--- config.mk ---
export PLATFORM = sky130hd
export DESIGN_NAME = reader_response_frame_parser
export DESIGN_NICKNAME = d
export VERILOG_FILES = /design/src/rrfp_pkg.sv /design/src/rrfp_core.sv /design/src/rrfp_out_fifo.sv /design/src/reader_response_frame_parser.sv
export SDC_FILE = /design/constraint.sdc
export NUM_CORES = 1
export LEC_CHECK = 0
export BUFFER_PORTS_ARGS = -buffer_cell sky130_fd_sc_hd__buf_2
export CELL_PAD_IN_SITES_DETAIL_PLACEMENT = 1
export CELL_PAD_IN_SITES_GLOBAL_PLACEMENT = 1
export CORE_MARGIN = 4
export CORE_UTILIZATION = 54
export DETAILED_ROUTE_END_ITERATION = 6
export HOLD_SLACK_MARGIN = 0.05
export PLACE_DENSITY_LB_ADDON = 0.1
export SLEW_MARGIN = 30
export SYNTH_ARGS = -nofsm -noshare
export SYNTH_HDL_FRONTEND = slang
export SYNTH_SLANG_ARGS = --single-unit
export TNS_END_PERCENT = 1
--- constraint.sdc ---
create_clock -name clk_i -period 10.5 [get_ports clk_i]
set_input_delay 0.525 -clock clk_i [delete_from_list [all_inputs] [get_ports clk_i]]
set_output_delay 0.525 -clock clk_i [all_outputs]
set_load 0.005 [all_outputs]
--- src/rrfp_pkg.sv ---
`timescale 1ns / 1ps
// ----------------------------------------------------------------------------
// rrfp_pkg
// Types, codes and helper functions shared by the reader response frame
// parser modules.
// ----------------------------------------------------------------------------
package rrfp_pkg;

  // Result kinds.
  localparam logic [1:0] KIND_BYTE    = 2'd0;
  localparam logic [1:0] KIND_GOOD    = 2'd1;
  localparam logic [1:0] KIND_CRC_BAD = 2'd2;
  localparam logic [1:0] KIND_ABORT   = 2'd3;

  // Input item functions.
  localparam logic FUNC_BYTE = 1'b0;
  localparam logic FUNC_TICK = 1'b1;

  // Configuration register indexes.
  localparam logic [1:0] CFG_TIMEOUT_TICKS     = 2'd0;
  localparam logic [1:0] CFG_PREAMBLE_VALUE    = 2'd1;
  localparam logic [1:0] CFG_RESPONSE_TYPE     = 2'd2;
  localparam logic [1:0] CFG_NOTIFICATION_TYPE = 2'd3;

  localparam logic [3:0]  CLASS_NONE = 4'd11;
  localparam logic [15:0] CRC_INIT   = 16'hFFFF;
  localparam logic [15:0] CRC_POLY   = 16'h1021;

  // Result queue depth; room for two results of one item plus slack.
  localparam int unsigned FIFO_DEPTH = 4;
  localparam int unsigned FIFO_AW    = $clog2(FIFO_DEPTH);

  typedef struct packed {
    logic       func;
    logic [7:0] rx_byte;
  } in_item_t;

  typedef struct packed {
    logic [1:0]  kind;
    logic [8:0]  position;
    logic [7:0]  frame_byte;
    logic [7:0]  frame_type;
    logic [3:0]  response_class;
    logic [15:0] payload_length;
    logic        last;
  } out_item_t;

  typedef struct packed {
    logic [15:0] timeout_ticks;
    logic [7:0]  preamble_value;
    logic [7:0]  response_type;
    logic [7:0]  notification_type;
  } cfg_t;

  // Results produced by one item, handed to the result queue.
  typedef struct packed {
    logic [1:0] n;
    out_item_t  r0;
    out_item_t  r1;
  } push_t;

  // One byte of CRC-16/CCITT-FALSE, MSB first.
  function automatic logic [15:0] crc_byte(input logic [15:0] crc,
                                           input logic [7:0]  b);
    logic [15:0] c;
    c = crc ^ {b, 8'h00};
    for (int i = 0; i < 8; i++) begin
      if (c[15]) c = {c[14:0], 1'b0} ^ CRC_POLY;
      else       c = {c[14:0], 1'b0};
    end
    return c;
  endfunction

  // Index of the first table entry equal to the code byte.
  function automatic logic [3:0] class_of(input logic [7:0] code);
    logic [3:0] cls;
    cls = CLASS_NONE;
    priority case (code)
      8'h08:   cls = 4'd0;
      8'h34:   cls = 4'd1;
      8'h0D:   cls = 4'd2;
      8'h03:   cls = 4'd3;
      8'h15:   cls = 4'd4;
      8'h16:   cls = 4'd5;
      8'h06:   cls = 4'd6;
      8'h07:   cls = 4'd7;
      8'h13:   cls = 4'd8;
      8'h36:   cls = 4'd9;
      8'h37:   cls = 4'd10;
      default: cls = CLASS_NONE;
    endcase
    return cls;
  endfunction

endpackage

--- src/rrfp_core.sv ---
`timescale 1ns / 1ps
// ----------------------------------------------------------------------------
// rrfp_core
// Input register and the per-item frame parsing step: phase tracking,
// CRC update, timeout counting and result generation.
// ----------------------------------------------------------------------------
module rrfp_core
  import rrfp_pkg::*;
#(
  parameter int unsigned MAX_FRAME = 512
) (
  input  logic       clk_i,
  input  logic       rst_ni,
  input  cfg_t       cfg_i,
  input  logic       in_valid_i,
  output logic       in_stall_o,
  input  in_item_t   in_item_i,
  input  logic [2:0] space_i,
  output push_t      push_o
);

  localparam logic [2:0] PH_HUNT  = 3'd0;
  localparam logic [2:0] PH_TYPE  = 3'd1;
  localparam logic [2:0] PH_CODE  = 3'd2;
  localparam logic [2:0] PH_LENH  = 3'd3;
  localparam logic [2:0] PH_LENL  = 3'd4;
  localparam logic [2:0] PH_PAY   = 3'd5;
  localparam logic [2:0] PH_TRAIL = 3'd6;

  localparam logic [16:0] MaxFrameW = 17'(MAX_FRAME);
  localparam logic [16:0] HeaderW   = 17'd8;

  logic        in_valid_q;
  in_item_t    in_q;
  logic        fire;

  logic [2:0]  phase_q, phase_d;
  logic [8:0]  pos_q, pos_d;
  logic [15:0] payrem_q, payrem_d;
  logic [1:0]  trailer_q, trailer_d;
  logic [15:0] crc_q, crc_d;
  logic [7:0]  type_q, type_d;
  logic [7:0]  code_q, code_d;
  logic [7:0]  lenh_q, lenh_d;
  logic [15:0] elapsed_q, elapsed_d;
  logic [15:0] flen_q, flen_d;

  logic [1:0]  n;
  out_item_t   r0, r1;
  logic [15:0] el_inc;
  logic [15:0] new_len;
  logic [1:0]  trail_dec;
  logic        to_hunt;

  always_comb begin
    phase_d   = phase_q;
    pos_d     = pos_q;
    payrem_d  = payrem_q;
    trailer_d = trailer_q;
    crc_d     = crc_q;
    type_d    = type_q;
    code_d    = code_q;
    lenh_d    = lenh_q;
    elapsed_d = elapsed_q;
    flen_d    = flen_q;
    to_hunt   = 1'b0;
    n         = 2'd0;
    el_inc    = (elapsed_q == 16'hFFFF) ? elapsed_q : elapsed_q + 16'd1;
    new_len   = {lenh_q, in_q.rx_byte};
    trail_dec = (trailer_q != 2'd0) ? trailer_q - 2'd1 : 2'd0;

    r0 = '{kind: KIND_BYTE, position: pos_q, frame_byte: in_q.rx_byte,
           frame_type: 8'd0, response_class: CLASS_NONE,
           payload_length: 16'd0, last: 1'b0};
    r1 = '{kind: KIND_ABORT, position: pos_q + 9'd1, frame_byte: 8'd0,
           frame_type: 8'd0, response_class: CLASS_NONE,
           payload_length: 16'd0, last: 1'b0};

    if (in_q.func == FUNC_TICK) begin
      if (phase_q != PH_HUNT) begin
        elapsed_d = el_inc;
        if (el_inc >= cfg_i.timeout_ticks) begin
          r0.kind       = KIND_ABORT;
          r0.frame_byte = 8'd0;
          n             = 2'd1;
          to_hunt       = 1'b1;
        end
      end
    end else if (phase_q == PH_HUNT || phase_q > PH_TRAIL) begin
      if (in_q.rx_byte == cfg_i.preamble_value) begin
        type_d    = 8'd0;
        code_d    = 8'd0;
        lenh_d    = 8'd0;
        flen_d    = 16'd0;
        crc_d     = CRC_INIT;
        elapsed_d = 16'd0;
        r0.position = 9'd0;
        pos_d     = 9'd1;
        phase_d   = PH_TYPE;
        n         = 2'd1;
      end else begin
        // An illegal phase code falls back to hunting.
        to_hunt = (phase_q != PH_HUNT);
      end
    end else begin
      crc_d = crc_byte(crc_q, in_q.rx_byte);
      pos_d = pos_q + 9'd1;
      n     = 2'd1;
      unique case (phase_q)
        PH_TYPE: begin
          type_d    = in_q.rx_byte;
          elapsed_d = 16'd0;
          if (in_q.rx_byte != cfg_i.response_type &&
              in_q.rx_byte != cfg_i.notification_type) begin
            n       = 2'd2;
            to_hunt = 1'b1;
          end else begin
            phase_d = PH_CODE;
          end
        end
        PH_CODE: begin
          code_d  = in_q.rx_byte;
          phase_d = PH_LENH;
        end
        PH_LENH: begin
          lenh_d  = in_q.rx_byte;
          phase_d = PH_LENL;
        end
        PH_LENL: begin
          flen_d = new_len;
          if ({1'b0, new_len} + HeaderW > MaxFrameW) begin
            n       = 2'd2;
            to_hunt = 1'b1;
          end else if (new_len == 16'd0) begin
            trailer_d = 2'd3;
            phase_d   = PH_TRAIL;
          end else begin
            payrem_d = new_len;
            phase_d  = PH_PAY;
          end
        end
        PH_PAY: begin
          payrem_d = payrem_q - 16'd1;
          if (payrem_d == 16'd0) begin
            trailer_d = 2'd3;
            phase_d   = PH_TRAIL;
          end
        end
        default: begin
          trailer_d = trail_dec;
          if (trail_dec == 2'd0) begin
            r1.kind           = (crc_d == 16'd0) ? KIND_GOOD : KIND_CRC_BAD;
            r1.position       = pos_q;
            r1.response_class = class_of(code_q);
            r1.payload_length = flen_q;
            n                 = 2'd2;
            to_hunt           = 1'b1;
          end
        end
      endcase
    end

    if (to_hunt) begin
      phase_d   = PH_HUNT;
      pos_d     = 9'd0;
      payrem_d  = 16'd0;
      trailer_d = 2'd0;
      elapsed_d = 16'd0;
    end

    r0.frame_type = type_d;
    r1.frame_type = type_d;
    r0.last       = (n == 2'd1);
    r1.last       = 1'b1;
  end

  assign fire       = in_valid_q && ({1'b0, n} <= space_i);
  assign in_stall_o = in_valid_q && !fire;

  always_comb begin
    push_o.n  = fire ? n : 2'd0;
    push_o.r0 = r0;
    push_o.r1 = r1;
  end

  always_ff @(posedge clk_i or negedge rst_ni) begin
    if (!rst_ni) begin
      in_valid_q <= 1'b0;
    end else if (!in_stall_o) begin
      in_valid_q <= in_valid_i;
    end
  end

  always_ff @(posedge clk_i) begin
    if (in_valid_i && !in_stall_o) begin
      in_q <= in_item_i;
    end
  end

  always_ff @(posedge clk_i or negedge rst_ni) begin
    if (!rst_ni) begin
      phase_q   <= PH_HUNT;
      pos_q     <= 9'd0;
      payrem_q  <= 16'd0;
      trailer_q <= 2'd0;
      crc_q     <= CRC_INIT;
      type_q    <= 8'd0;
      code_q    <= 8'd0;
      lenh_q    <= 8'd0;
      elapsed_q <= 16'd0;
      flen_q    <= 16'd0;
    end else if (fire) begin
      phase_q   <= phase_d;
      pos_q     <= pos_d;
      payrem_q  <= payrem_d;
      trailer_q <= trailer_d;
      crc_q     <= crc_d;
      type_q    <= type_d;
      code_q    <= code_d;
      lenh_q    <= lenh_d;
      elapsed_q <= elapsed_d;
      flen_q    <= flen_d;
    end
  end

  // While hunting no frame is open, so position and tick count are clear.
  a_hunt_clear: assert property (@(posedge clk_i) disable iff (!rst_ni)
    (phase_q == PH_HUNT) |-> (pos_q == 9'd0 && elapsed_q == 16'd0))
    else $error("hunting with frame counters not cleared");

  // The trailer count is only live inside the trailer.
  a_trailer_phase: assert property (@(posedge clk_i) disable iff (!rst_ni)
    (trailer_q != 2'd0) |-> (phase_q == PH_TRAIL))
    else $error("trailer count set outside the trailer phase");

  // A pair of results is always an echoed byte followed by a frame-ending result.
  a_pair_shape: assert property (@(posedge clk_i) disable iff (!rst_ni)
    (push_o.n == 2'd2) |-> (push_o.r0.kind == KIND_BYTE && !push_o.r0.last &&
                            push_o.r1.kind != KIND_BYTE && phase_d == PH_HUNT))
    else $error("malformed result pair");

endmodule

--- src/rrfp_out_fifo.sv ---
`timescale 1ns / 1ps
// ----------------------------------------------------------------------------
// rrfp_out_fifo
// Result queue: takes up to two results per cycle from the parser and
// hands them out one per cycle on the output channel unless out_stall_i is set.
// ----------------------------------------------------------------------------
module rrfp_out_fifo
  import rrfp_pkg::*;
(
  input  logic       clk_i,
  input  logic       rst_ni,
  input  push_t      push_i,
  output logic [2:0] space_o,
  output logic       out_valid_o,
  input  logic       out_stall_i,
  output out_item_t  out_item_o
);

  localparam logic [2:0] Depth = 3'(FIFO_DEPTH);

  out_item_t          mem_q [FIFO_DEPTH];
  logic [FIFO_AW-1:0] wr_q, rd_q;
  logic [2:0]         count_q;
  logic               pop;

  assign out_valid_o = (count_q != 3'd0);
  assign out_item_o  = mem_q[rd_q];
  assign pop         = out_valid_o && !out_stall_i;
  // Free entries once this cycle's pop has left.
  assign space_o     = Depth - count_q + {2'b00, pop};

  always_ff @(posedge clk_i) begin
    if (push_i.n != 2'd0) begin
      mem_q[wr_q] <= push_i.r0;
    end
    if (push_i.n == 2'd2) begin
      mem_q[wr_q + FIFO_AW'(1)] <= push_i.r1;
    end
  end

  always_ff @(posedge clk_i or negedge rst_ni) begin
    if (!rst_ni) begin
      wr_q    <= '0;
      rd_q    <= '0;
      count_q <= 3'd0;
    end else begin
      wr_q    <= wr_q + FIFO_AW'(push_i.n);
      rd_q    <= rd_q + FIFO_AW'(pop);
      count_q <= count_q - {2'b00, pop} + {1'b0, push_i.n};
    end
  end

  a_no_overflow: assert property (@(posedge clk_i) disable iff (!rst_ni)
    count_q <= Depth)
    else $error("result queue overflow");

  a_push_fits: assert property (@(posedge clk_i) disable iff (!rst_ni)
    {1'b0, push_i.n} <= space_o)
    else $error("results pushed without room");

endmodule

--- src/reader_response_frame_parser.sv ---
`timescale 1ns / 1ps
// ----------------------------------------------------------------------------
// reader_response_frame_parser
// Preamble / length framed receiver with CRC-16/CCITT-FALSE check, byte
// echo, timeout and frame verdict.
// ----------------------------------------------------------------------------
// Channel  Direction  Handshake              Payload
// in       input      in_valid_i/in_stall_o  in_item_t (func, rx_byte)
// out      output     out_valid_o/out_stall_i out_item_t (kind .. last)
// cfg      input      cfg_valid_i/cfg_ready_o cfg_index_i, cfg_data_i
//
// An item is registered, parsed combinationally and its results, none, one or
// two, go into a four-entry result queue; one item can be taken every cycle
// while the queue has room. The queue drains one result per cycle while
// out_stall_i is low, so an item is held at the input while the queue has
// fewer free entries than the results it yields.
// Reset clears the frame state, the queue and loads the register defaults.
// Output stalls back up through the queue to in_stall_o.
// ----------------------------------------------------------------------------
module reader_response_frame_parser
  import rrfp_pkg::*;
#(
  parameter int unsigned MAX_FRAME = 512
) (
  input  logic        clk_i,
  input  logic        rst_ni,
  input  logic        in_valid_i,
  output logic        in_stall_o,
  input  in_item_t    in_item_i,
  output logic        out_valid_o,
  input  logic        out_stall_i,
  output out_item_t   out_item_o,
  input  logic        cfg_valid_i,
  output logic        cfg_ready_o,
  input  logic [1:0]  cfg_index_i,
  input  logic [15:0] cfg_data_i
);

  cfg_t       cfg_q;
  push_t      push;
  logic [2:0] space;

  assign cfg_ready_o = 1'b1;

  always_ff @(posedge clk_i or negedge rst_ni) begin
    if (!rst_ni) begin
      cfg_q.timeout_ticks     <= 16'd300;
      cfg_q.preamble_value    <= 8'hBB;
      cfg_q.response_type     <= 8'd1;
      cfg_q.notification_type <= 8'd2;
    end else if (cfg_valid_i && cfg_ready_o) begin
      unique case (cfg_index_i)
        CFG_TIMEOUT_TICKS:     cfg_q.timeout_ticks     <= cfg_data_i;
        CFG_PREAMBLE_VALUE:    cfg_q.preamble_value    <= cfg_data_i[7:0];
        CFG_RESPONSE_TYPE:     cfg_q.response_type     <= cfg_data_i[7:0];
        CFG_NOTIFICATION_TYPE: cfg_q.notification_type <= cfg_data_i[7:0];
        default:               cfg_q                   <= cfg_q;
      endcase
    end
  end

  rrfp_core #(
    .MAX_FRAME (MAX_FRAME)
  ) u_core (
    .clk_i      (clk_i),
    .rst_ni     (rst_ni),
    .cfg_i      (cfg_q),
    .in_valid_i (in_valid_i),
    .in_stall_o (in_stall_o),
    .in_item_i  (in_item_i),
    .space_i    (space),
    .push_o     (push)
  );

  rrfp_out_fifo u_out_fifo (
    .clk_i       (clk_i),
    .rst_ni      (rst_ni),
    .push_i      (push),
    .space_o     (space),
    .out_valid_o (out_valid_o),
    .out_stall_i (out_stall_i),
    .out_item_o  (out_item_o)
  );

endmodule
Yosys cells after proc, flatten, opt, wreduce, memory -nomap -nowiden

Memory sizes are Yosys's and may differ from the RTL's.
Cells that the tools add are included.

Register bits after elaboration: 159
RAM bits: 192
Input port bits: 32
Output and inout bits: 51
Word-level logic and storage cells: 240
Memories: 1

Add/sub/neg operators: 12
Magnitude comparators: 4
Equality and inequality tests: 39
Mux-type cells: 113
Bitwise operators: 10
Reductions and logical operators: 41

Memory list:

| name             | words | bits a word | rd ports | clocked after memory_dff | write ports | RTL line            | text |
|---|---|---|---|---|---|---|---|
| u_out_fifo.mem_q | 4     | 48          | 1        | 0                        | 2           | rrfp_out_fifo.sv:21 | `out_item_t mem_q [FIFO_DEPTH];` |

Operators with widths:

| operator                                                                           | count |
|---|---|
| 16-bit 2-to-1 mux                                                                  | 32 |
| 13-bit 2-to-1 mux                                                                  | 8 |
| 8-bit 2-to-1 mux                                                                   | 12 |
| 20-bit 2-to-1 mux                                                                  | 4 |
| 9-bit 2-to-1 mux                                                                   | 7 |
| 16-bit zero test                                                                   | 3 |
| 11-bit 2-to-1 mux                                                                  | 4 |
| 4-bit case mux with 11 select lines                                                | 1 |
| 2-bit 2-to-1 mux                                                                   | 19 |
| 16-bit case mux with 2 select lines                                                | 1 |
| 8-bit by 5-bit == test with 1-bit output (second input constant)                   | 3 |
| 8-bit by 6-bit == test with 1-bit output (second input constant)                   | 3 |
| 3-bit NOT                                                                          | 8 |
| 3-bit 2-to-1 mux                                                                   | 7 |
| 16-bit by 4-bit adder with 17-bit output (second input constant)                   | 1 |
| 17-bit by 10-bit greater-than comparator with 1-bit output (second input constant) | 1 |
| 16-bit by 1-bit adder with 16-bit output (second input constant)                   | 1 |
| 16-bit == test (second input constant)                                             | 1 |
| 8-bit by 3-bit == test with 1-bit output (second input constant)                   | 2 |
| 8-bit by 4-bit == test with 1-bit output (second input constant)                   | 2 |
| 16-bit greater-or-equal comparator                                                 | 1 |
| 8-bit != test                                                                      | 2 |
| 4-bit AND reduction                                                                | 4 |
| 16-bit by 1-bit subtractor with 16-bit output (second input constant)              | 1 |
| 46 further kinds                                                                   | 91 |

Longest topological paths before layout

Gate-level depths: netlist of run 1.

Word-level depth: 39
Gate-level depth with buffers: 26
Mapped depth without buffers: 23

Hierarchy

From an unflattened synthesis of run 1, not the netlist that was laid out.

Cells, all modules: 1,535
Area, all modules: 19,477.4 sq um

Modules (own cells, without submodules):

| module                       | instances | cells each | area an instance (sq um) | seq. area each (sq um) |
|---|---|---|---|---|
| rrfp_out_fifo                | 1         | 506        | 9,809.4                  | 5,940.7 |
| rrfp_core                    | 1         | 942        | 8,140.3                  | 2,867.8 |
| reader_response_frame_parser | 1         | 87         | 1,527.7                  | 1,016.0 |

Least setup slack after synthesis of run 1

OpenSTA, ideal clock, no wires.

Path kind: register to register
Start point: register u_core.elapsed_q[5]
End point: memory u_out_fifo.mem_q[0][10] in the netlist's numbering, enable pin
Library setup time: 0.393 ns
Arrival time: 5.163 ns
Data required time: 10.107 ns
Slack: 4.944 ns
Cell stages (with the launch flop): 24
Path buffers: 3
Clock period less this slack: 5.556 ns
Path through: dfrtp_1 > and3_1 > and4_1 > nand3_1 > clkbuf_1 > nand2_1 > nor2_1 > xor2_1 > ha_1 > a211o_1 > nor2_1 > a211o_1 > a211oi_1 > clkbuf_1 > a21oi_1 > ha_1 > nand2_1 > o211ai_1 > nand2_1 > nor3_1 > o21ai_1 > and2_1 > clkbuf_1 > inv_1

RTL lines:

| element                  | RTL line            | text |
|---|---|---|
| start: declaration       | rrfp_core.sv:45     | `logic [15:0] elapsed_q, elapsed_d;` |
| start signal: assignment | rrfp_core.sv:221    | `elapsed_q <= elapsed_d;` |
| end: declaration         | rrfp_out_fifo.sv:21 |  |

==> results of run 1 <==
[worst max-delay path: stages (launching register included)]
cell       delay [ns]
dfrtp_1          0.43
and3_1           0.25
and4_1           0.31
nand3_1          0.40
and2_1           0.38
and3_1           0.24
xor2_1           0.15
ha_1             0.30
o2111ai_1        0.12
a311oi_1         0.29
nor2_1           0.09
a211oi_1         0.23
buf_4            0.22
a21oi_1          0.08
ha_1             0.30
nand2_1          0.05
o211ai_1         0.15
nand2_1          0.37
nor3_1           0.42
nand3_2          0.81
and2_1           0.61
clkinv_2         0.61
[logic make-up (layout without fill, tap and decap cells)]
| group | Yosys count | after routing | share of synthesized area, % |
|---|---|---|---|
| multiplexers | 94 | 94 | 8.98 |
| other | 1 | 1 | 0.0211 |
| AO/OA/AOI/OAI | 364 | 364 | 13.2 |
| adder cells (fa/ha/maj) | 31 | 31 | 2.22 |
| XOR/XNOR | 73 | 73 | 3.64 |
| flip-flops | 351 | 351 | 53.2 |
| AND/OR/NAND/NOR | 562 | 562 | 14.7 |
| buffers and inverters | 167 | 226 | 4.00 |
[registers in the layout (all words and copies together) (netlist names)]
signal / cells
u_core.flen_q: 16
u_out_fifo.count_q: 3
u_core.pos_q: 9
u_core.code_q: 8
u_core.trailer_q: 2
u_out_fifo.wr_q: 2
u_core.lenh_q: 8
u_out_fifo.mem_q: 192
u_core.phase_q: 3
cfg_q: 40
u_core.payrem_q: 16
u_core.in_valid_q: 1
u_core.crc_q: 16
u_core.type_q: 8
u_out_fifo.rd_q: 2
u_core.elapsed_q: 16
u_core.in_q: 9
[Yosys cell counts, drive strengths merged, types with 5 or more instances]
library cell	n	area, um2
o31ai	23	173
nor3b	5	37.5
o2bb2ai	5	43.8
and4	5	46.3
a31o	11	96.3
xor2	24	218
a211oi	6	50.1
nor2	200	753
a21oi	51	263
o22ai	37	231
clkbuf	64	243
a211o	5	43.8
mux4	48	1080
dfstp	28	736
nand3	55	280
nand2	152	573
dfxtp	36	721
o21ai	132	676
nor3	27	140
edfxtp	165	4950
nor2b	9	56.3
and2	13	81.3
or3	9	56.3
xnor2	49	429
ha	30	375
inv	55	206
or4	5	41.3
or2	6	37.5
mux2	44	495
a22oi	12	90.1
nand2b	21	131
o2111ai	6	65.1
buf	48	263
and3	14	87.6
nand4	16	100
a31oi	24	150
a22o	13	114
nor4	15	106
dfrtp	122	3050
[power breakdown]
part           total, mW  switching (mW)  internal [mW]
sequential          2.23           0.375           1.86
clock               1.39           0.569          0.822
combinational       2.16            1.29          0.866
total               5.78            2.23           3.55
[layout make-up]
cell class | count | area, um2
Multi-Input combinational cell | 1125 | 7640
Sequential cell | 351 | 9470
Timing Repair Buffer | 99 | 547
Inverter | 55 | 210
Fill cell | 3503 | 12800
Tap cell | 442 | 553
Clock buffer | 58 | 1130
Clock inverter | 14 | 168
[layer usage]
metal | vias to the layer above | GRT usage, %
met2 | 435 | 49.0
met1 | 6824 | 37.6
li1 | 6061 | -
met4 | 0 | 7.15
met3 | 90 | 4.66
met5 | - | 0
[metrics by stage]
step           setup slack (ns)  utilization, %  total power [mW]
6_report                   3.23            60.6              5.78
5_1_grt                    2.67            60.6              6.13
4_1_cts                    3.16            60.6              5.80
3_5_place_dp               3.24            56.6              4.38
3_3_place_gp               3.56            56.5              4.26
2_1_floorplan              4.94               -              3.66
[worst max path at each step]
| stage | start | to | slack (ns) | cells past startpoint |
|---|---|---|---|---|
| 5_1_grt | u_core.elapsed_q[3]$_DFFE_PN0P_ | u_out_fifo.mem_q[2][40]$_DFFE_PP_ | 2.67 | 21 |
| 4_1_cts | u_core.elapsed_q[3]$_DFFE_PN0P_ | u_out_fifo.mem_q[2][18]$_DFFE_PP_ | 3.16 | 21 |
| 2_1_floorplan | u_core.elapsed_q[5]$_DFFE_PN0P_ | u_out_fifo.mem_q[0][10]$_DFFE_PP_ | 4.94 | 23 |
| 6_report | u_core.elapsed_q[3]$_DFFE_PN0P_ | u_out_fifo.mem_q[2][17]$_DFFE_PP_ | 3.23 | 21 |
| 3_5_place_dp | u_core.elapsed_q[3]$_DFFE_PN0P_ | u_out_fifo.mem_q[2][14]$_DFFE_PP_ | 3.24 | 21 |
| 3_3_place_gp | u_core.elapsed_q[3]$_DFFE_PN0P_ | u_out_fifo.mem_q[2][12]$_DFFE_PP_ | 3.56 | 21 |
==> results.md, run 1 <==
- First-pass GRT wire length: 81.0 mm
- LEAKAGE: 7.53 nW
- # clock sinks: 351
- Yosys reg bits: 351
- Core Area: 0.0325 mm2
- GP Congestion: 0.902
- Initial Utilization: 54.7%
- HPWL Detailed: 33.1 mm
- CTS H-Tree Depth: 2
- Worst Path Required: 10.66 ns
- Setup_tns: 0 ns
- I/O Buffers: 81
- Count of cell types in the netlist: 85
- Slew Viols, Final: 0
- Number of synthesized flops with an enable pin: 165
- RSZ-0062 raised after global routing: no
- DRT iter0 DRCs: 1113
- Average size of a mapped cell: 10.8 um2
- Routed Wire Length: 50.3 mm
- DRC Markers: 0
- HP Class: in2async
- Clock-pin slew on the worst setup and hold paths: 0.06 ns
- Post-route insts no fill: 2144
- Dpl cell area: 0.0184 mm2
- Syn Inst Count: 1643
- Fmax: 0.138 GHz
- Most frequent cells in the layout: nor2_1 (198), edfxtp_1 (165), nand2_1 (150), o21ai_0 (126), dfrtp_1 (120)
- Clock root cell: clkbuf_16
- Top FF cell, synth: edfxtp_1
- Yosys warning count: 0
- GR Overflow Total: 0
- Met1 WL: 20.8 mm
- GR Util All Layers: 28.3%
- Final clock skew: 0.0143 ns
- Met3 routed wirelength: 2.94 mm
- Largest net degree at the start of global routing: 86
- Hold slack final: 0.0431 ns
- Sequential element share of the synthesized area: 53.2%
- Most common cell after layout, fill and taps aside: nor2_1
- Arr. time, crit path: 7.43 ns
- Pre-antenna DRT Iters: 5
- Worst slew pin tran: 0.976 ns
- DR WL met2: 25.3 mm
- Layout area overhead: 10.8%
- Die H: 189 um
- Count of boundary I/O pins: 83
- Post-Syn Area: 0.0178 mm2
- Worst r2r src: u_core.elapsed_q[3]$_DFFE_PN0P_
- Post-CTS Setup Bufs: 0
- TritonCTS Buffers: 39
- Relative slew slack: 34.9%
- Routed len/inst: 23.4 um
- Die W: 189 um
- Final hold viol count: 0
- PwrDens: 293 mW/mm2
- Max layer used: met4
- Max capacitance violation total: 0
- Row count: 66
- Reg2reg end: u_out_fifo.mem_q[2][17]$_DFFE_PP_
- Fraction of layout cells with a size suffix above 1: 19.2%
- Critical Path Sink Type: flop
- Setup CP Type: reg2reg
- Die footprint: 0.0359 mm2
- Longest Clk Path Bufs: 3
- Max IR drop VDD: 0.178 mV
- CP startpoint kind: flop
- Placed Cells: 2072
- Final setup vio count: 0
- PostCTS Resize Cnt: 0
- Final period utilization: 69.2%
- Minimum clock period: 7.27 ns
- Hold_buf cts: 0
- Vias: 13400
- Reg2Reg Setup Slack: 3.23 ns
- Fin area: 0.0197 mm2
- Initial antenna violation count: 1
- Clock Latency Late Sink: 0.53 ns
- Number of global-route vias before repair: 14200
- Outcome: complete, no violations
- DR vias/cell: 6.25
- Remaining antenna violation count: 0
- TritonCTS clock tree: built
- Critical-path maximum fanout: 40
- Net Count, Synth: 1706
- Inserted Diodes: 0
- Fin nets: 1734
- Async S/R FF share, synth: 42.7%
- Worst Reg-to-Reg Cells: 21
No activity file was read; power rests on OpenSTA's default activity.
==> run 2, diff against run 1 <==
- CORE_UTILIZATION: 54 -> 50
- clock period: 10.5 -> 7.5 ns (I/O delays scaled with it)
==> results.md, run 2 (synthesis gave the netlist of run 1 again) <==
- Final hold viol count: 0 (unchanged)
- Worst hold endpoint: cfg_q[38]$_DFFE_PN0P_
- Pre-antenna DRT Iters: 6 (+1)
- LEAKAGE: 7.58 nW (+0.64%)
- DRT iter0 DRCs: 733 (-34%)
- Hold Path Origin: cfg_data_i[14]
- Post-route insts no fill: 2169 (+1.2%)
- Fin nets: 1748 (+0.81%)
- Clock root cell: clkbuf_16
- HPWL Detailed: 33.6 mm (+1.5%)
- First-pass GRT wire length: 81.4 mm (+0.41%)
- Setup CP Type: reg2reg
- Crit path max-delay cell type: buf_4
- Max IR drop VDD: 0.251 mV (+41%)
- CTS H-Tree Depth: 2 (unchanged)
- Largest net degree at the start of global routing: 88 (+2.3%)
- Final period utilization: 89.0% (+20 points)
- Longest Clk Path Bufs: 3 (unchanged)
- Max capacitance violation total: 0 (unchanged)
- DRC Markers: 0 (unchanged)
- Max incr delay on CP: 0.53 ns (-0.28 ns)
- Hold slack final: 0.0728 ns (+0.0298 ns)
- Hold Path Stages: 3
- CP startpoint kind: flop
- PostCTS Resize Cnt: 0 (unchanged)
- Placed Cells: 2089 (+0.82%)
- Clock-pin slew on the worst setup and hold paths: 0.06 ns (about the same)
- Number of global-route vias before repair: 14400 (+1.5%)
- # clock sinks: 351 (unchanged)
- GP Congestion: 0.890 (-1.4%)
- CP most frequent cell: buf_4
- Inserted Diodes: 0 (unchanged)
- Max FFs per register: 192 (unchanged)
- DR vias/cell: 6.14 (-1.8%)
- Row count: 68 (+3.0%)
- PwrDens: 406 mW/mm2 (+38%)
- Final clock skew: 0.0192 ns (+0.00488 ns)
- Minimum clock period: 6.68 ns (-0.590 ns)
- Relative slew slack: 36.4% (+1.5 points)
- RSZ-0062 raised after global routing: no
- I/O Buffers: 81 (unchanged)
- Final setup margin: 0.824 ns (-2.41 ns)
- Initial Utilization: 51.1% (-3.6 points)
- Final setup vio count: 0 (unchanged)
- Worst Reg-to-Reg Cells: 23 (+9.5%)
- TritonCTS clock tree: built
- Die footprint: 0.0386 mm2 (+7.7%)
- GR Util All Layers: 26.4% (-1.9 points)
- Worst r2r src: u_core.elapsed_q[3]$_DFFE_PN0P_
- Dpl cell area: 0.0185 mm2 (+0.26%)
- Fin area: 0.0198 mm2 (+0.48%)
- HP Class: in2reg
- Tot Pwr: 8.04 mW (+39%)
- Routed len/inst: 23.3 um (-0.57%)
- Layout area overhead: 11.4%
- Worst slew pin tran: 0.955 ns (-0.0214 ns)
- Critical-path cell list: and3_1, and4_1, nand3_1, and2_1, and3_1, xor2_1, ha_1, o2111ai_1, a311oi_1, nor2_1, a211oi_1, buf_4, a21oi_1, ha_1, nand2_1, o211ai_1, nand2_1, buf_4, nor2_1, nand2_2, and2_1, inv_1, buf_4
- Vias: 13300 (-0.68%)
- Critical-path maximum fanout: 32 (-20%)
- Largest regs: u_out_fifo.mem_q: 192 flops, cfg_q: 40 flops
- Fraction of layout cells with a size suffix above 1: 19.1% (-0.076 points)
- Die H: 197 um (+3.8%)
- Worst Path Required: 7.66 ns (-3.00 ns)
- Reg2Reg Setup Slack: 0.82 ns (-2.41 ns)
- CP delay by family, top: simple AND/OR/NAND/NOR gates
- Most frequent cells in the layout: nor2_1 (198), edfxtp_1 (165), nand2_1 (150), o21ai_0 (126), dfrtp_1 (120)
- Initial antenna violation count: 0 (-1)
- Core Area: 0.0348 mm2 (+7.0%)
- Reg2reg end: u_out_fifo.mem_q[3][6]$_DFFE_PP_
- Clock Latency Late Sink: 0.53 ns (about the same)
- Most common cell after layout, fill and taps aside: nor2_1
- GR Overflow Total: 0 (unchanged)
- Slew Viols, Final: 0 (unchanged)
- Routed Wire Length: 50.6 mm (+0.58%)
- Post-layout util: 56.9% (-3.7 points)
- Setup_tns: 0 ns (unchanged)
- Pre-CTS WS: 0.852 ns (-2.39 ns)
- TritonCTS Buffers: 38 (-2.6%)
- Die W: 197 um (+3.8%)
- Count of boundary I/O pins: 83 (unchanged)
- Arr. time, crit path: 6.83 ns (-0.60 ns)
- Remaining antenna violation count: 0 (unchanged)
- Outcome: complete, no violations
- Critical Path Sink Type: flop
- Biggest register: u_out_fifo.mem_q
- Buf+Inv Stages, Crit Path: 4 (+2)
- Fmax: 0.150 GHz (+8.8%)
## run 2: cell types whose count changed in the layout (fill, tap and decap cells not counted), moves of 2 or more
cell,previous run,this run
buf_4,18,22
clkbuf_1,12,9
clkinvlp_4,4,2
clkinv_2,4,6
dlygate4sd3_1,0,11
clkinv_4,0,2
clkbuf_8,6,4
## run 2: worst max path at each step
stage | startpoint | endpoint | cells past startpoint
2_1_floorplan | u_core.elapsed_q[5]$_DFFE_PN0P_ | u_out_fifo.mem_q[0][10]$_DFFE_PP_ | 23
3_3_place_gp | u_core.elapsed_q[3]$_DFFE_PN0P_ | u_out_fifo.mem_q[3][16]$_DFFE_PP_ | 23
3_5_place_dp | u_core.elapsed_q[3]$_DFFE_PN0P_ | u_out_fifo.mem_q[3][10]$_DFFE_PP_ | 23
4_1_cts | u_core.elapsed_q[3]$_DFFE_PN0P_ | u_out_fifo.mem_q[3][6]$_DFFE_PP_ | 23
5_1_grt | u_core.elapsed_q[3]$_DFFE_PN0P_ | u_out_fifo.mem_q[3][6]$_DFFE_PP_ | 23
6_report | u_core.elapsed_q[3]$_DFFE_PN0P_ | u_out_fifo.mem_q[3][6]$_DFFE_PP_ | 23
## run 2: power by group
group / leakage [nW] / internal (mW) / switching [mW]
registers: 3.70 / 2.60 / 0.509
clock network: 0.604 / 1.10 / 0.766
logic: 3.28 / 1.23 / 1.83
total: 7.58 / 4.93 / 3.11
## run 2: layout make-up
class                   count  area, um2
clock buffers              52       1060
clock inverters            17        173
fillers                  3687      15000
inverters                  55        211
multi-input cells        1125       7630
flip-flops and latches    351       9470
well taps                 455        569
repair buffers            114        687
## run 2: tightest hold or removal path, cell delays in order
cell     delay (ns)
buf_2          0.08
nand2_1        0.04
o21ai_0        0.06
## run 2: what timing repair did
action / CTS / global route
hold buffers: 11 / 0
endpoints found under the hold margin: 69 / 0
buffers inserted: 0 / 0
## run 2: per-layer routing
metal  up-vias  GRT usage [%]  part of all wire, %
li1       6089              -                    -
met1      6790           35.3                   43
met2       359           45.9                   50
met3        81           4.07                  5.0
met4         0           6.24                  1.9
met5         -              0                    0
==> run 3, diff against run 2 <==
- BUFFER_PORTS_ARGS: -buffer_cell sky130_fd_sc_hd__buf_2 -> -buffer_cell sky130_fd_sc_hd__buf_4
==> results.md, run 3 (synthesis gave the netlist of run 1 again) <==
- Outcome: complete, no violations
- Fillers: 3677 (-0.27%)
- Max FFs per register: 192 (unchanged)
- DRC Markers: 0 (unchanged)
- Final setup vio count: 0 (unchanged)
- Setup_tns: 0 ns (unchanged)
- Routed len/inst: 23.1 um (-0.98%)
- Row count: 68 (unchanged)
- Relative slew slack: 40.7% (+4.4 points)
- Slew Viols, Final: 0 (unchanged)
- Minimum clock period: 6.70 ns (+0.0254 ns)
- RSZ-0062 raised after global routing: no
- PostCTS Resize Cnt: 0 (unchanged)
- Dpl cell area: 0.0187 mm2 (+1.1%)
- GR Overflow Total: 0 (unchanged)
- Clock root cell: clkbuf_16
- Remaining antenna violation count: 0 (unchanged)
- HP Class: in2reg
- Worst Path Required: 7.68 ns (+0.02 ns)
- GR Util All Layers: 26.2% (-0.22 points)
- Clock-pin slew on the worst setup and hold paths: 0.06 ns (about the same)
- Max IR drop VDD: 0.260 mV (+3.5%)
- DR vias/cell: 6.13 (-0.10%)
- Fraction of layout cells with a size suffix above 1: 19.1% (+0.052 points)
- First-pass GRT wire length: 81.2 mm (-0.15%)
- Pre-antenna DRT Iters: 5 (-1)
- Routed Wire Length: 50.3 mm (-0.48%)
- I/O Buffers: 81 (unchanged)
- Core Area: 0.0348 mm2 (unchanged)
- Number of global-route vias before repair: 14200 (-1.2%)
- Fin nets: 1757 (+0.51%)
- # clock sinks: 351 (unchanged)
- Worst slew pin tran: 0.882 ns (-0.0728 ns)
- Count of boundary I/O pins: 83 (unchanged)
- Clock Latency Late Sink: 0.55 ns (+0.02 ns)
- Layout area overhead: 13.5%
- Final clock skew: 0.0223 ns (+0.00313 ns)
- PwrDens: 407 mW/mm2 (+0.24%)
- Critical-path maximum fanout: 32 (unchanged)
- Die W: 197 um (unchanged)
- Initial antenna violation count: 0 (unchanged)
- TritonCTS Buffers: 39 (+2.6%)
- Vias: 13400 (+0.41%)
- Max capacitance violation total: 0 (unchanged)
- Inserted Diodes: 0 (unchanged)
- Final period utilization: 89.3% (+0.34 points)
- Fmax: 0.149 GHz (-0.38%)
- Most common cell after layout, fill and taps aside: nor2_1
- GP Congestion: 0.890 (about the same)
- Initial Utilization: 51.1% (unchanged)
- Longest Clk Path Bufs: 3 (unchanged)
- DRT iter0 DRCs: 926 (+26%)
- CTS H-Tree Depth: 2 (unchanged)
- Arr. time, crit path: 6.88 ns (+0.05 ns)
- CP startpoint kind: flop
- Most frequent cells in the layout: nor2_1 (198), edfxtp_1 (165), nand2_1 (150), o21ai_0 (126), dfrtp_1 (120)
- Largest net degree at the start of global routing: 87 (-1.1%)
- Final hold viol count: 0 (unchanged)
- Biggest register: u_out_fifo.mem_q
- Die footprint: 0.0386 mm2 (unchanged)
- Setup CP Type: reg2reg
- Die H: 197 um (unchanged)
- Critical Path Sink Type: flop
- Largest regs: u_out_fifo.mem_q: 192 flops, cfg_q: 40 flops
- Hold slack final: 0.0781 ns (+0.00521 ns)
- HPWL Detailed: 32.9 mm (-1.8%)
- LEAKAGE: 7.72 nW (+1.8%)
- Fin area: 0.0202 mm2 (+1.9%)
- TritonCTS clock tree: built
## run 3: cell count changes in the layout (fill, tap and decap cells not counted), moves of 2 or more
cell	delta
buf_4	+80
clkinv_1	+2
clkbuf_16	+2
buf_2	-80
buf_16	+2
dlygate4sd3_1	+6
## run 3: worst max-delay path, cell delays in order (launching register included)
cell and delay [ns]:
dfrtp_1 0.42, and3_1 0.25, and4_1 0.32, nand3_1 0.40
and2_1 0.37, and3_1 0.23, xor2_1 0.15, ha_1 0.31
o2111ai_1 0.16, a311oi_1 0.35, nor2_1 0.10, a211oi_1 0.23
buf_4 0.22, a21oi_1 0.08, ha_1 0.30, nand2_1 0.05
o211ai_1 0.15, nand2_1 0.11, buf_4 0.19, nor2_1 0.21
nand2_2 0.36, and2_1 0.42, inv_1 0.38, buf_4 0.52
## run 3: power breakdown
| group | total [mW] | switching, mW | internal (mW) | leakage (nW) |
|---|---|---|---|---|
| logic | 3.21 | 1.86 | 1.35 | 3.40 |
| clock network | 1.91 | 0.785 | 1.13 | 0.625 |
| registers | 3.10 | 0.494 | 2.60 | 3.69 |
## run 3: metrics by stage
step	instances	power (mW)	setup slack, ns	utilization [%]
after global routing	2180	8.73	0.146	58.0
after floorplan	1643	5.12	1.94	-
final	2180	8.21	0.799	58.0
after detailed placement	2089	6.29	0.847	53.6
after global placement	2089	6.13	1.17	53.6
after CTS	2178	8.24	0.815	57.8
## run 3: timing repair
item                      in CTS  in global routing
setup buffers                  0                  0
hold endpoints to repair      74                  0
hold buffers                  17                  0
## run 3: worst paths after layout
| path | startpoint | end | slack (ns) | depth (start not counted) |
|---|---|---|---|---|
| max | u_core.elapsed_q[3]$_DFFE_PN0P_ | u_out_fifo.mem_q[3][16]$_DFFE_PP_ | 0.80 | 23 |
| min | in_valid_i | u_core.in_valid_q$_DFFE_PN0N_ | 0.08 | 2 |
| max reg2reg | u_core.elapsed_q[3]$_DFFE_PN0P_ | u_out_fifo.mem_q[3][16]$_DFFE_PP_ | 0.80 | 23 |
| min reg2reg | u_core.crc_q[2]$_DFFE_PN1P_ | u_core.crc_q[2]$_DFFE_PN1P_ | 0.46 | 2 |
| max in group asynchronous | rst_ni | u_core.type_q[7]$_DFFE_PN0N_ | 5.91 | 4 |
| min in group asynchronous | rst_ni | u_core.elapsed_q[1]$_DFFE_PN0P_ | 0.47 | 2 |
## run 3: final cells by class
type	count	area, um2	area share [%]
Sequential cell	351	9470	46.9
Multi-Input combinational cell	1125	7650	37.9
Clock buffer	56	1130	5.61
Timing Repair Buffer	122	1000	4.97
Tap cell	455	569	2.82
Inverter	55	210	1.04
Clock inverter	16	149	0.738
## run 3: routing by layer
metal	share of wire, %	track usage, %	vias to the layer above
met5	0	0	-
met4	1.5	5.83	0
met3	4.9	3.45	64
met2	51	45.5	357
met1	43	35.5	6840
li1	-	-	6112
